<file path="src/design/tas_pkg.sv">
// ----------------------------------------------------------------------------
// tas_pkg: shared definitions for the table additive synthesizer
// Sizes, register codes, the quarter-wave sine table, the reciprocal table
// used for the per-harmonic scaling, and the structs passed between modules.
// ----------------------------------------------------------------------------
package tas_pkg;

    localparam int TABLE_DEPTH   = 512;
    localparam int MAX_HARMONICS = 16;
    localparam int SAMPLE_BITS   = 16;

    localparam int PHASE_W  = 32;
    localparam int STEP_W   = 32;
    localparam int COUNT_W  = 5;
    localparam int FRAC_W   = 16;
    localparam int OUT_W    = 19;
    localparam int ADDR_W   = 3;
    localparam int DATA_W   = 32;

    localparam int ROM_BITS = $clog2(TABLE_DEPTH);
    localparam int QIDX_W   = ROM_BITS - 1;
    localparam int QDEPTH   = TABLE_DEPTH / 4 + 1;
    localparam int HC_W     = (MAX_HARMONICS > 1) ? $clog2(MAX_HARMONICS) : 1;

    localparam int RECIP_SH = SAMPLE_BITS + $clog2(MAX_HARMONICS) + 1;
    localparam int RECIP_W  = RECIP_SH + 1;

    localparam int SUM_W    = SAMPLE_BITS + HC_W + 1;
    localparam int SHL      = (SAMPLE_BITS - 1 < 15) ? 15 - (SAMPLE_BITS - 1) : 0;
    localparam int SHR      = (SAMPLE_BITS - 1 > 15) ? (SAMPLE_BITS - 1) - 15 : 0;
    localparam int EXT_W    = (SUM_W + SHL > OUT_W + 1) ? SUM_W + SHL : OUT_W + 1;
    localparam int OUT_MAX  = (1 << (OUT_W - 1)) - 1;
    localparam int OUT_MIN  = -(1 << (OUT_W - 1));

    localparam logic [STEP_W-1:0]  STEP_RESET  = 32'd4473924;
    localparam logic [COUNT_W-1:0] COUNT_RESET = 5'd10;

    localparam longint TWO_PI_Q30 = 64'sd6746518852;
    localparam longint Q30_ONE    = 64'sd1073741824;
    localparam int     RND_SH     = 30 - (SAMPLE_BITS - 1);
    localparam longint ROM_LIM    = (longint'(1) <<< (SAMPLE_BITS - 1)) - 1;

    typedef enum logic [0:0] {
        REG_STEP  = 1'b0,
        REG_COUNT = 1'b1
    } reg_idx_t;

    typedef logic [SAMPLE_BITS-2:0] qrom_t [QDEPTH];
    typedef logic [RECIP_W-1:0] recip_t [MAX_HARMONICS];

    typedef struct packed {
        logic valid;
        logic act;
        logic first;
        logic last;
    } ctl_t;

    typedef struct packed {
        ctl_t                  ctl;
        logic [ROM_BITS-1:0]   idx;
        logic [FRAC_W-1:0]     frac;
        logic [HC_W-1:0]       hd;
    } issue_t;

    typedef struct packed {
        logic                    done;
        logic signed [OUT_W-1:0] sample;
    } result_t;

    // Quotient of two nonnegative constants by shift and subtract.
    function automatic longint udiv(input longint num, input longint den);
        longint q;
        longint r;
        int     b;
        q = 0;
        r = 0;
        for (b = 62; b >= 0; b--) begin
            r = (r <<< 1) | ((num >>> b) & longint'(1));
            if (r >= den) begin
                r = r - den;
                q = q | (longint'(1) <<< b);
            end
        end
        return q;
    endfunction

    // Taylor series of sin(x) in Q30, terms up to x^17.
    function automatic longint sine_q30(input longint x);
        longint x2;
        longint term;
        longint sum;
        int     k;
        x2   = (x * x) >>> 30;
        term = x;
        sum  = x;
        for (k = 1; k <= 8; k++) begin
            term = udiv((term * x2) >>> 30, longint'((2 * k) * (2 * k + 1)));
            if ((k % 2) == 1) begin
                sum = sum - term;
            end else begin
                sum = sum + term;
            end
        end
        if (sum < 0) begin
            sum = 0;
        end
        if (sum > Q30_ONE) begin
            sum = Q30_ONE;
        end
        return sum;
    endfunction

    function automatic qrom_t build_qrom();
        qrom_t  rom;
        longint x;
        longint v;
        int     m;
        for (m = 0; m < QDEPTH; m++) begin
            x = (longint'(m) * TWO_PI_Q30) >>> ROM_BITS;
            v = sine_q30(x);
            v = (v + (longint'(1) <<< (RND_SH - 1))) >>> RND_SH;
            if (v > ROM_LIM) begin
                v = ROM_LIM;
            end
            rom[m] = v[SAMPLE_BITS-2:0];
        end
        return rom;
    endfunction

    // Reciprocals ceil(2^RECIP_SH / d) for divisors d = 1 .. MAX_HARMONICS.
    function automatic recip_t build_recip();
        recip_t r;
        longint d;
        int     i;
        for (i = 0; i < MAX_HARMONICS; i++) begin
            d    = longint'(i + 1);
            r[i] = RECIP_W'(udiv((longint'(1) <<< RECIP_SH) + d - 1, d));
        end
        return r;
    endfunction

    localparam qrom_t  QROM  = build_qrom();
    localparam recip_t RECIP = build_recip();

    // Full-cycle sine value rebuilt from the first quadrant.
    function automatic logic signed [SAMPLE_BITS-1:0] sine_at(
        input logic [ROM_BITS-1:0] n
    );
        logic [QIDX_W-1:0]             m;
        logic signed [SAMPLE_BITS-1:0] mag;
        m = n[QIDX_W-1:0];
        if (m > QIDX_W'(TABLE_DEPTH / 4)) begin
            m = QIDX_W'(0) - m;
        end
        mag = {1'b0, QROM[m]};
        return n[ROM_BITS-1] ? -mag : mag;
    endfunction

endpackage

</file>
<file path="src/design/tas_apb_regs.sv">
// ----------------------------------------------------------------------------
// tas_apb_regs: configuration registers
// Holds the fundamental phase step and the harmonic count behind an APB port.
// ----------------------------------------------------------------------------
module tas_apb_regs (
    input  logic                         clk,
    input  logic                         rst_n,
    input  logic                         psel,
    input  logic                         penable,
    input  logic                         pwrite,
    input  logic [tas_pkg::ADDR_W-1:0]   paddr,
    input  logic [tas_pkg::DATA_W-1:0]   pwdata,
    output logic [tas_pkg::DATA_W-1:0]   prdata,
    output logic                         pready,
    output logic [tas_pkg::STEP_W-1:0]   step,
    output logic [tas_pkg::COUNT_W-1:0]  count
);

    logic [tas_pkg::STEP_W-1:0]  step_reg;
    logic [tas_pkg::COUNT_W-1:0] count_reg;
    logic                        wr_en;
    tas_pkg::reg_idx_t           sel;

    assign pready = 1'b1;
    assign wr_en  = psel & penable & pwrite;
    assign sel    = tas_pkg::reg_idx_t'(paddr[tas_pkg::ADDR_W-1]);

    always_ff @(posedge clk or negedge rst_n) begin
        if (!rst_n) begin
            step_reg  <= tas_pkg::STEP_RESET;
            count_reg <= tas_pkg::COUNT_RESET;
        end else if (wr_en) begin
            unique case (sel)
                tas_pkg::REG_STEP:  step_reg  <= pwdata[tas_pkg::STEP_W-1:0];
                tas_pkg::REG_COUNT: count_reg <= pwdata[tas_pkg::COUNT_W-1:0];
            endcase
        end
    end

    always_comb begin
        unique case (sel)
            tas_pkg::REG_STEP:  prdata = step_reg;
            tas_pkg::REG_COUNT: prdata = {{(tas_pkg::DATA_W - tas_pkg::COUNT_W){1'b0}},
                                          count_reg};
        endcase
    end

    assign step  = step_reg;
    assign count = count_reg;

endmodule

</file>
<file path="src/design/tas_seq.sv">
// ----------------------------------------------------------------------------
// tas_seq: harmonic sequencer and phase store
// Steps through every harmonic once per sample, feeds its table address to the
// shared harmonic unit and advances its phase accumulator.
// ----------------------------------------------------------------------------
module tas_seq (
    input  logic                         clk,
    input  logic                         rst_n,
    input  logic                         tick_valid,
    output logic                         tick_stall,
    input  logic                         restart,
    input  logic [tas_pkg::STEP_W-1:0]   step,
    input  logic [tas_pkg::COUNT_W-1:0]  count,
    input  logic                         res_done,
    input  logic                         out_free,
    output tas_pkg::issue_t              issue,
    output logic                         load
);

    localparam int CMP_W = (tas_pkg::HC_W > tas_pkg::COUNT_W) ? tas_pkg::HC_W
                                                                : tas_pkg::COUNT_W;

    typedef enum logic [3:0] {
        ST_IDLE  = 4'b0001,
        ST_ISSUE = 4'b0010,
        ST_WAIT  = 4'b0100,
        ST_DONE  = 4'b1000
    } state_t;

    state_t                       state_reg;
    state_t                       state_next;
    logic [tas_pkg::HC_W-1:0]     hc_reg;
    logic [tas_pkg::HC_W-1:0]     hc_next;
    logic [tas_pkg::STEP_W-1:0]   inc_reg;
    logic                         restart_reg;
    logic [tas_pkg::PHASE_W-1:0]  phase_reg [tas_pkg::MAX_HARMONICS];
    logic [tas_pkg::PHASE_W-1:0]  ph_cur;
    logic [tas_pkg::PHASE_W-1:0]  ph_new;
    logic                         accept;
    logic                         issuing;
    logic                         last;

    assign tick_stall = (state_reg != ST_IDLE);
    assign accept     = tick_valid & ~tick_stall;
    assign issuing    = (state_reg == ST_ISSUE);
    assign last       = (hc_reg == tas_pkg::HC_W'(tas_pkg::MAX_HARMONICS - 1));
    assign load       = (state_reg == ST_DONE) & out_free;

    // A restart zeroes every phase on its way through, before it is used.
    assign ph_cur = restart_reg ? '0 : phase_reg[hc_reg];
    assign ph_new = ph_cur + inc_reg;

    always_comb begin
        issue.ctl.valid = issuing;
        issue.ctl.act   = (CMP_W'(hc_reg) < CMP_W'(count));
        issue.ctl.first = (hc_reg == '0);
        issue.ctl.last  = last;
        issue.idx       = ph_cur[tas_pkg::PHASE_W-1 -: tas_pkg::ROM_BITS];
        issue.frac      = ph_cur[tas_pkg::PHASE_W-1-tas_pkg::ROM_BITS -: tas_pkg::FRAC_W];
        issue.hd        = hc_reg;
    end

    always_comb begin
        state_next = state_reg;
        hc_next    = hc_reg;
        unique case (state_reg)
            ST_IDLE: begin
                if (accept) begin
                    state_next = ST_ISSUE;
                end
            end
            ST_ISSUE: begin
                if (last) begin
                    state_next = ST_WAIT;
                    hc_next    = '0;
                end else begin
                    hc_next = hc_reg + tas_pkg::HC_W'(1);
                end
            end
            ST_WAIT: begin
                if (res_done) begin
                    state_next = ST_DONE;
                end
            end
            ST_DONE: begin
                if (out_free) begin
                    state_next = ST_IDLE;
                end
            end
            default: begin
                state_next = ST_IDLE;
                hc_next    = '0;
            end
        endcase
    end

    always_ff @(posedge clk or negedge rst_n) begin
        if (!rst_n) begin
            state_reg <= ST_IDLE;
            hc_reg    <= '0;
            for (int i = 0; i < tas_pkg::MAX_HARMONICS; i++) begin
                phase_reg[i] <= '0;
            end
        end else begin
            state_reg <= state_next;
            hc_reg    <= hc_next;
            if (issuing) begin
                phase_reg[hc_reg] <= ph_new;
            end
        end
    end

    // The increment register walks through p times the step, one add per harmonic.
    always_ff @(posedge clk) begin
        if (accept) begin
            inc_reg     <= step;
            restart_reg <= restart;
        end else if (issuing) begin
            inc_reg <= inc_reg + step;
        end
    end

    a_idle_hc_zero: assert property (@(posedge clk) disable iff (!rst_n)
        state_reg == ST_IDLE |-> hc_reg == '0)
        else $error("harmonic counter not at zero while idle");

    a_accept_starts: assert property (@(posedge clk) disable iff (!rst_n)
        accept |=> (state_reg == ST_ISSUE && hc_reg == '0))
        else $error("accepted beat did not start the harmonic sweep");

    a_last_to_wait: assert property (@(posedge clk) disable iff (!rst_n)
        (issuing && last) |=> state_reg == ST_WAIT)
        else $error("sweep did not end after the last harmonic");

    a_done_in_wait: assert property (@(posedge clk) disable iff (!rst_n)
        res_done |-> state_reg == ST_WAIT)
        else $error("harmonic unit finished a sample outside the wait state");

endmodule

</file>
<file path="src/design/tas_harm_unit.sv">
// ----------------------------------------------------------------------------
// tas_harm_unit: shared harmonic pipeline
// Reads and interpolates the sine table for one harmonic per cycle, divides
// by the harmonic number, accumulates, and converts the finished sum.
// ----------------------------------------------------------------------------
module tas_harm_unit (
    input  logic              clk,
    input  logic              rst_n,
    input  tas_pkg::issue_t   issue,
    output tas_pkg::result_t  result
);

    localparam int SB  = tas_pkg::SAMPLE_BITS;
    localparam int PQ_W = SB + tas_pkg::RECIP_W;
    localparam logic signed [tas_pkg::EXT_W-1:0] SAT_HI = tas_pkg::EXT_W'(tas_pkg::OUT_MAX);
    localparam logic signed [tas_pkg::EXT_W-1:0] SAT_LO = tas_pkg::EXT_W'(tas_pkg::OUT_MIN);

    tas_pkg::ctl_t s1_ctl_reg;
    tas_pkg::ctl_t s2_ctl_reg;
    tas_pkg::ctl_t s3_ctl_reg;
    tas_pkg::ctl_t s4_ctl_reg;
    tas_pkg::ctl_t s5_ctl_reg;

    logic [tas_pkg::ROM_BITS-1:0] s1_idx_reg;
    logic [tas_pkg::FRAC_W-1:0]   s1_frac_reg;
    logic [tas_pkg::HC_W-1:0]     s1_hd_reg;

    logic signed [SB-1:0]         s2_ti_reg;
    logic signed [SB-1:0]         s2_tj_reg;
    logic [tas_pkg::FRAC_W-1:0]   s2_frac_reg;
    logic [tas_pkg::HC_W-1:0]     s2_hd_reg;

    logic signed [SB-1:0]         s3_ti_reg;
    logic signed [SB+17:0]        s3_prod_reg;
    logic [tas_pkg::HC_W-1:0]     s3_hd_reg;

    logic [SB-1:0]                s4_a_reg;
    logic                         s4_neg_reg;
    logic [tas_pkg::HC_W-1:0]     s4_hd_reg;

    logic [PQ_W-1:0]              s5_prodq_reg;
    logic                         s5_neg_reg;

    logic signed [tas_pkg::SUM_W-1:0] acc_reg;
    logic signed [tas_pkg::SUM_W-1:0] acc_next;
    logic                             done_reg;
    logic signed [tas_pkg::OUT_W-1:0] sample_reg;
    logic signed [tas_pkg::OUT_W-1:0] sample_next;

    logic [tas_pkg::ROM_BITS-1:0] idx_nx;
    logic signed [SB-1:0]         ti;
    logic signed [SB-1:0]         tj;
    logic signed [SB:0]           diff;
    logic signed [SB+17:0]        prod;
    logic signed [SB+17:0]        prod_sh;
    logic [SB+1:0]                v_u;
    logic [SB+1:0]                a_wide;
    logic                         v_neg;
    logic [PQ_W-1:0]              prodq;
    logic [SB-1:0]                q;
    logic signed [SB:0]           q_s;
    logic signed [tas_pkg::SUM_W-1:0] term;
    logic signed [tas_pkg::SUM_W-1:0] acc_base;
    logic signed [tas_pkg::EXT_W-1:0] ext;
    logic signed [tas_pkg::EXT_W-1:0] conv;

    // Table reads of the entry and its neighbor, which wraps past the end.
    assign idx_nx = s1_idx_reg + tas_pkg::ROM_BITS'(1);
    assign ti     = tas_pkg::sine_at(s1_idx_reg);
    assign tj     = tas_pkg::sine_at(idx_nx);

    // Interpolation as ti + floor((tj - ti) * f / 2^16).
    assign diff   = {s2_tj_reg[SB-1], s2_tj_reg} - {s2_ti_reg[SB-1], s2_ti_reg};
    assign prod   = diff * $signed({1'b0, s2_frac_reg});

    // Floor division by d = hd + 1 works on a magnitude: a negative value
    // becomes (-v + d - 1), and the quotient is negated afterwards.
    assign prod_sh = s3_prod_reg >>> tas_pkg::FRAC_W;
    assign v_u     = {s3_ti_reg[SB-1], s3_ti_reg[SB-1], s3_ti_reg} + prod_sh[SB+1:0];
    assign v_neg   = v_u[SB+1];
    assign a_wide  = v_neg ? ((SB + 2)'(s3_hd_reg) - v_u) : v_u;

    assign prodq = PQ_W'(s4_a_reg) * PQ_W'(tas_pkg::RECIP[s4_hd_reg]);

    assign q        = s5_prodq_reg[tas_pkg::RECIP_SH +: SB];
    assign q_s      = s5_neg_reg ? -$signed({1'b0, q}) : $signed({1'b0, q});
    assign term     = s5_ctl_reg.act ? tas_pkg::SUM_W'(q_s) : '0;
    assign acc_base = s5_ctl_reg.first ? '0 : acc_reg;
    assign acc_next = acc_base + term;

    assign ext  = tas_pkg::EXT_W'(acc_next);
    assign conv = (ext <<< tas_pkg::SHL) >>> tas_pkg::SHR;

    always_comb begin
        priority if (conv > SAT_HI) begin
            sample_next = SAT_HI[tas_pkg::OUT_W-1:0];
        end else if (conv < SAT_LO) begin
            sample_next = SAT_LO[tas_pkg::OUT_W-1:0];
        end else begin
            sample_next = conv[tas_pkg::OUT_W-1:0];
        end
    end

    always_ff @(posedge clk or negedge rst_n) begin
        if (!rst_n) begin
            s1_ctl_reg <= '0;
            s2_ctl_reg <= '0;
            s3_ctl_reg <= '0;
            s4_ctl_reg <= '0;
            s5_ctl_reg <= '0;
            done_reg   <= 1'b0;
        end else begin
            s1_ctl_reg <= issue.ctl;
            s2_ctl_reg <= s1_ctl_reg;
            s3_ctl_reg <= s2_ctl_reg;
            s4_ctl_reg <= s3_ctl_reg;
            s5_ctl_reg <= s4_ctl_reg;
            done_reg   <= s5_ctl_reg.valid & s5_ctl_reg.last;
        end
    end

    always_ff @(posedge clk) begin
        s1_idx_reg   <= issue.idx;
        s1_frac_reg  <= issue.frac;
        s1_hd_reg    <= issue.hd;
        s2_ti_reg    <= ti;
        s2_tj_reg    <= tj;
        s2_frac_reg  <= s1_frac_reg;
        s2_hd_reg    <= s1_hd_reg;
        s3_ti_reg    <= s2_ti_reg;
        s3_prod_reg  <= prod;
        s3_hd_reg    <= s2_hd_reg;
        s4_a_reg     <= a_wide[SB-1:0];
        s4_neg_reg   <= v_neg;
        s4_hd_reg    <= s3_hd_reg;
        s5_prodq_reg <= prodq;
        s5_neg_reg   <= s4_neg_reg;
        if (s5_ctl_reg.valid) begin
            acc_reg <= acc_next;
        end
        if (s5_ctl_reg.valid && s5_ctl_reg.last) begin
            sample_reg <= sample_next;
        end
    end

    assign result.done   = done_reg;
    assign result.sample = sample_reg;

endmodule

</file>
<file path="src/design/table_additive_synth.sv">
// ----------------------------------------------------------------------------
// table_additive_synth: additive synthesizer over a sine wavetable
// Each tick beat makes one sample beat: the sum over the enabled harmonics of
// an interpolated sine value at each harmonic's phase, divided by its number.
//
// Channels: the tick channel carries the restart flag; the sample channel
// carries a signed Q3.15 sample, saturated. Both use valid and stall.
// The APB port holds the fundamental step (address 0) and the harmonic count
// (address 4); write them only while no tick is in flight.
// Timing: the sequencer issues all sixteen harmonics, one per cycle, whatever
// the harmonic count; the last one leaves the five-stage harmonic pipeline,
// raises the done flag, moves the sequencer to its done state and is loaded
// into the output register once that is free. The block takes no new tick
// until the previous sum has been loaded into the output register.
// A finished sample sits in the output register while the next tick is
// worked on; if it is still stalled when the next sum is ready, the block
// holds that sum and keeps the tick channel stalled until the register frees.
// Reset clears all phases to zero, restores the register defaults and drops
// the sample valid.
// ----------------------------------------------------------------------------
module table_additive_synth (
    input  logic                               clk,
    input  logic                               rst_n,
    input  logic                               psel,
    input  logic                               penable,
    input  logic                               pwrite,
    input  logic [tas_pkg::ADDR_W-1:0]         paddr,
    input  logic [tas_pkg::DATA_W-1:0]         pwdata,
    output logic [tas_pkg::DATA_W-1:0]         prdata,
    output logic                               pready,
    input  logic                               tick_valid,
    output logic                               tick_stall,
    input  logic                               restart,
    output logic                               sample_valid,
    input  logic                               sample_stall,
    output logic signed [tas_pkg::OUT_W-1:0]   sample
);

    logic [tas_pkg::STEP_W-1:0]        step;
    logic [tas_pkg::COUNT_W-1:0]       count;
    tas_pkg::issue_t                   issue;
    tas_pkg::result_t                  result;
    logic                              load;
    logic                              out_free;
    logic                              sample_valid_reg;
    logic signed [tas_pkg::OUT_W-1:0]  sample_reg;

    assign out_free = ~sample_valid_reg | ~sample_stall;

    tas_apb_regs u_regs (
        .clk     (clk),
        .rst_n   (rst_n),
        .psel    (psel),
        .penable (penable),
        .pwrite  (pwrite),
        .paddr   (paddr),
        .pwdata  (pwdata),
        .prdata  (prdata),
        .pready  (pready),
        .step    (step),
        .count   (count)
    );

    tas_seq u_seq (
        .clk        (clk),
        .rst_n      (rst_n),
        .tick_valid (tick_valid),
        .tick_stall (tick_stall),
        .restart    (restart),
        .step       (step),
        .count      (count),
        .res_done   (result.done),
        .out_free   (out_free),
        .issue      (issue),
        .load       (load)
    );

    tas_harm_unit u_harm (
        .clk    (clk),
        .rst_n  (rst_n),
        .issue  (issue),
        .result (result)
    );

    always_ff @(posedge clk or negedge rst_n) begin
        if (!rst_n) begin
            sample_valid_reg <= 1'b0;
        end else if (load) begin
            sample_valid_reg <= 1'b1;
        end else if (!sample_stall) begin
            sample_valid_reg <= 1'b0;
        end
    end

    always_ff @(posedge clk) begin
        if (load) begin
            sample_reg <= result.sample;
        end
    end

    assign sample_valid = sample_valid_reg;
    assign sample       = sample_reg;

endmodule

</file>
<file path="config.mk">
export PLATFORM = sky130hd
export DESIGN_NAME = table_additive_synth
export DESIGN_NICKNAME = d
export VERILOG_FILES = /design/src/design/tas_pkg.sv /design/src/design/tas_apb_regs.sv /design/src/design/tas_seq.sv /design/src/design/tas_harm_unit.sv /design/src/design/table_additive_synth.sv
export SDC_FILE = /design/constraint.sdc
export NUM_CORES = 2
export LEC_CHECK = 0
export BUFFER_PORTS_ARGS = -buffer_cell sky130_fd_sc_hd__buf_2
export CELL_PAD_IN_SITES_DETAIL_PLACEMENT = 0
export CELL_PAD_IN_SITES_GLOBAL_PLACEMENT = 1
export CORE_ASPECT_RATIO = 1.5
export CORE_MARGIN = 8
export CORE_UTILIZATION = 44
export DETAILED_ROUTE_END_ITERATION = 16
export GPL_TIMING_DRIVEN = 1
export PLACE_DENSITY = 0.69
export SLEW_MARGIN = 10
export SYNTH_ARGS = -nofsm -noshare
export SYNTH_HDL_FRONTEND = slang
export SYNTH_SLANG_ARGS = --single-unit
</file>
<file path="constraint.sdc">
create_clock -name clk -period 9.9 [get_ports clk]
set_clock_uncertainty 0.15 [all_clocks]
set_input_delay 0 -clock clk [delete_from_list [all_inputs] [get_ports clk]]
set_output_delay 0 -clock clk [all_outputs]
set_load 0.03 [all_outputs]
</file>
==> flow_metrics.py <==
metrics = {
    "sta": {
        "fin_setup_tns_ns": 0,
        "worst_pin_slew_ns": 1.183,
        "min_period_ns": 9.261,
        "fmaxAchievable_ghz": 0.1080,
        "relSlewSlack_pct": 18.90,
        "slew_violations": 0,
        "min_period_over_period_pct": 93.55,
        "setup_viol": 0,
        "hold_violations": 0,
    },
    "hold_path": {
        "hold_depth": 0,
        "hold_class": "flop to flop",
    },
    "detailed_routing": {
        "vias_per_cell": 5.631,
        "wl_per_cell_um": 22.30,
        "highest_layer": "met4",
        "ant_nets": 0,
        "wl_met3_um": 7845,
        "wirelength_um": 201300,
        "vias": 50836,
        "drt_iter0_drc": 2867,
        "m1WireLength_um": 74500,
        "drc": 0,
        "drt_pass1_iterations": 6,
        "routed-wl-met2_um": 106900,
    },
    "setup_path": {
        "path_max_fanout": 4,
        "cp-start-kind": "flop",
        "critPathSlowestCell": "fa_1",
        "reg2reg_depth": 38,
        "arrival_ns": 9.64,
        "cpPeakStageDelay_ns": 0.53,
        "cp-end-kind": "flop",
        "critPathRequiredTime_ns": 10.27,
        "criticalPathCategory": "flop to flop",
        "crit_top_cell": "fa_1",
    },
    "clock_tree": {
        "root_buffer": "clkbuf_16",
        "clock_sinks": 828,
        "cts.clk_slew.worst_paths_ns": 0.06,
        "clk_latency_ns": 0.70,
        "htreeDepth": 3,
        "clk_path_buf_depth": 3,
        "numCtsBuffers": 88,
        "cts_tree": "yes",
    },
    "logic_synthesis": {
        "ys.warnings.count": 0,
        "mappedNetlistNets": 7958,
        "syn-cell-area_um2": 66180,
        "synth_ff_type": "dfrtp_1",
        "ys_types": 110,
        "synth_cells": 7008,
        "synth-seq-area-share_pct": 30.83,
        "synth_area_per_cell_um2": 9.443,
        "synth_edf_count": 92,
        "async_flop_share_pct": 69.93,
        "ys_ff_latch": 828,
    },
    "die": {
        "coreArea_um2": 149600,
        "start_util_pct": 44.25,
        "die_width_um": 332.7,
        "ios": 97,
        "rows": 174,
        "dieArea_um2": 163300,
        "fp.dieH_um": 491.0,
    },
    "place": {
        "placedCellCount": 8755,
        "gp_congestion": 0.9523,
        "io_buffer_count": 93,
        "place_hpwl_um": 145800,
        "placedInstanceArea_um2": 68730,
    },
    "finish": {
        "fin_area_um2": 72860,
        "synthToLayoutAreaGrowth_pct": 10.09,
        "final_common_cell": "nand2_1",
        "final_cell_mix": "nand2_1, inv_1, o21ai_0, dfrtp_1, fa_1",
        "drive_above_1_share_pct": 10.96,
        "largest_reg_flops": 512,
        "instances_no_fill": 9028,
        "fin_nets": 7966,
    },
    "global_route": {
        "grt_pass1_wl_um": 313800,
        "antenna_found_initial": 3,
        "grt_max_degree": 87,
        "grt-ovfl-total": 0,
        "grt_util_all_layers_pct": 24.40,
        "grt_pass1_vias": 53642,
    },
    "run_status": {
        "status": "complete, no violations",
    },
    "run": {
        "cap_violations": 0,
    },
}
## area by class of cell
| cell class | count | area [µm²] |
|---|---|---|
| clock buffers | 139 | 2646 |
| fillers | 14130 | 76710 |
| diodes | 1 | 2.502 |
| multi-input cells | 4962 | 41250 |
| well taps | 1936 | 2422 |
| inverters | 763 | 2867 |
| repair buffers | 373 | 2898 |
| clock inverters | 26 | 352.8 |
| flip-flops and latches | 828 | 20420 |
## kinds of logic after synthesis
logic type | synth area share, %
adders and majority gates | 23.48
AOI/OAI and AO/OA | 13.36
buffers and inverters | 7.090
xor gates and xnor gates | 3.076
other | 0.005666
and+or+nand+nor | 14.90
muxes | 7.247
DFF | 30.83
## worst paths after layout
| path | from | end | slack [ns] |
|---|---|---|---|
| min | u_harm.s1_frac_reg[11] | u_harm.s2_frac_reg[11] | 0.17 |
| max in group asynchronous | rst_n | u_seq.hc_reg[0] | 7.27 |
| min in group asynchronous | rst_n | u_regs.step[10] | 0.31 |
| min reg2reg | u_harm.s1_frac_reg[11] | u_harm.s2_frac_reg[11] | 0.17 |
| max reg2reg | u_harm.s2_tj_reg[0] | u_harm.s3_prod_reg[32] | 0.64 |
| max | u_harm.s2_tj_reg[0] | u_harm.s3_prod_reg[32] | 0.64 |
## Yosys cell counts, drive strengths merged, types with 16 or more instances
cell,number,area (µm²)
o211ai,39,292.8
nand3,128,655.6
o21bai,22,165.2
a21oi,248,1256
mux4,160,3603
o31ai,53,421.7
or2,19,118.9
fa,553,11070
xnor2,160,1431
a311oi,19,172.7
nor2,264,1006
inv,763,2867
and2,215,1345
nor2b,137,857.1
mux2,94,1059
nand2,1051,3948
and3,59,369.1
a2111oi,16,140.1
nor3,86,435.4
edfxtp,92,2763
o22ai,19,118.9
or3,24,150.1
o21a,26,195.2
o21ai,672,3367
buf,78,410.4
o311ai,17,173.9
a31oi,29,187.7
nand2b,37,231.5
nor3b,16,120.1
dfxtp,157,3143
dfrtp,570,14260
nand4,31,200.2
a21o,57,427.9
ha,354,4429
xor2,69,604.3
a211oi,38,290.3
clkbuf,377,1415
## metrics by stage
step | hold slack, ns | setup slack (ns) | util [%]
floorplan | -0.4456 | 1.521 | -
global placement | -0.07330 | 0.4277 | 45.95
detailed placement | -0.06864 | 0.3787 | 45.95
CTS | 0.1722 | 0.3242 | 48.68
global route | 0.1791 | -0.004710 | 48.71
finish | 0.1727 | 0.6389 | 48.71
## critical path: cells and delay by family, from the launching register on
family / cells / cell delay [ns]
adders and majority gates: 9 / 3.92
AOI/OAI and AO/OA: 16 / 3.17
and+or+nand+nor: 5 / 0.82
buffers and inverters: 6 / 0.44
xor gates and xnor gates: 2 / 0.35
DFF: 1 / 0.30
## repair_timing
| action | in CTS | in global routing |
|---|---|---|
| hold buffers | 106 | 0 |
| endpoints found under the setup margin | 0 | 6 |
| buffers inserted | 0 | 1 |
| endpoints found under the hold margin | 170 | 0 |
| resized for setup | 0 | 4 |
## metal layers
metal,global-route usage (%),vias up
li1,-,23576
met5,0,-
met3,2.537,539
met4,12.96,0
met2,45.75,1367
met1,26.95,25354
Power is left out: the tool's default activity adds up to more than one toggle a clock period on the data nets, which glitch-free logic cannot reach.
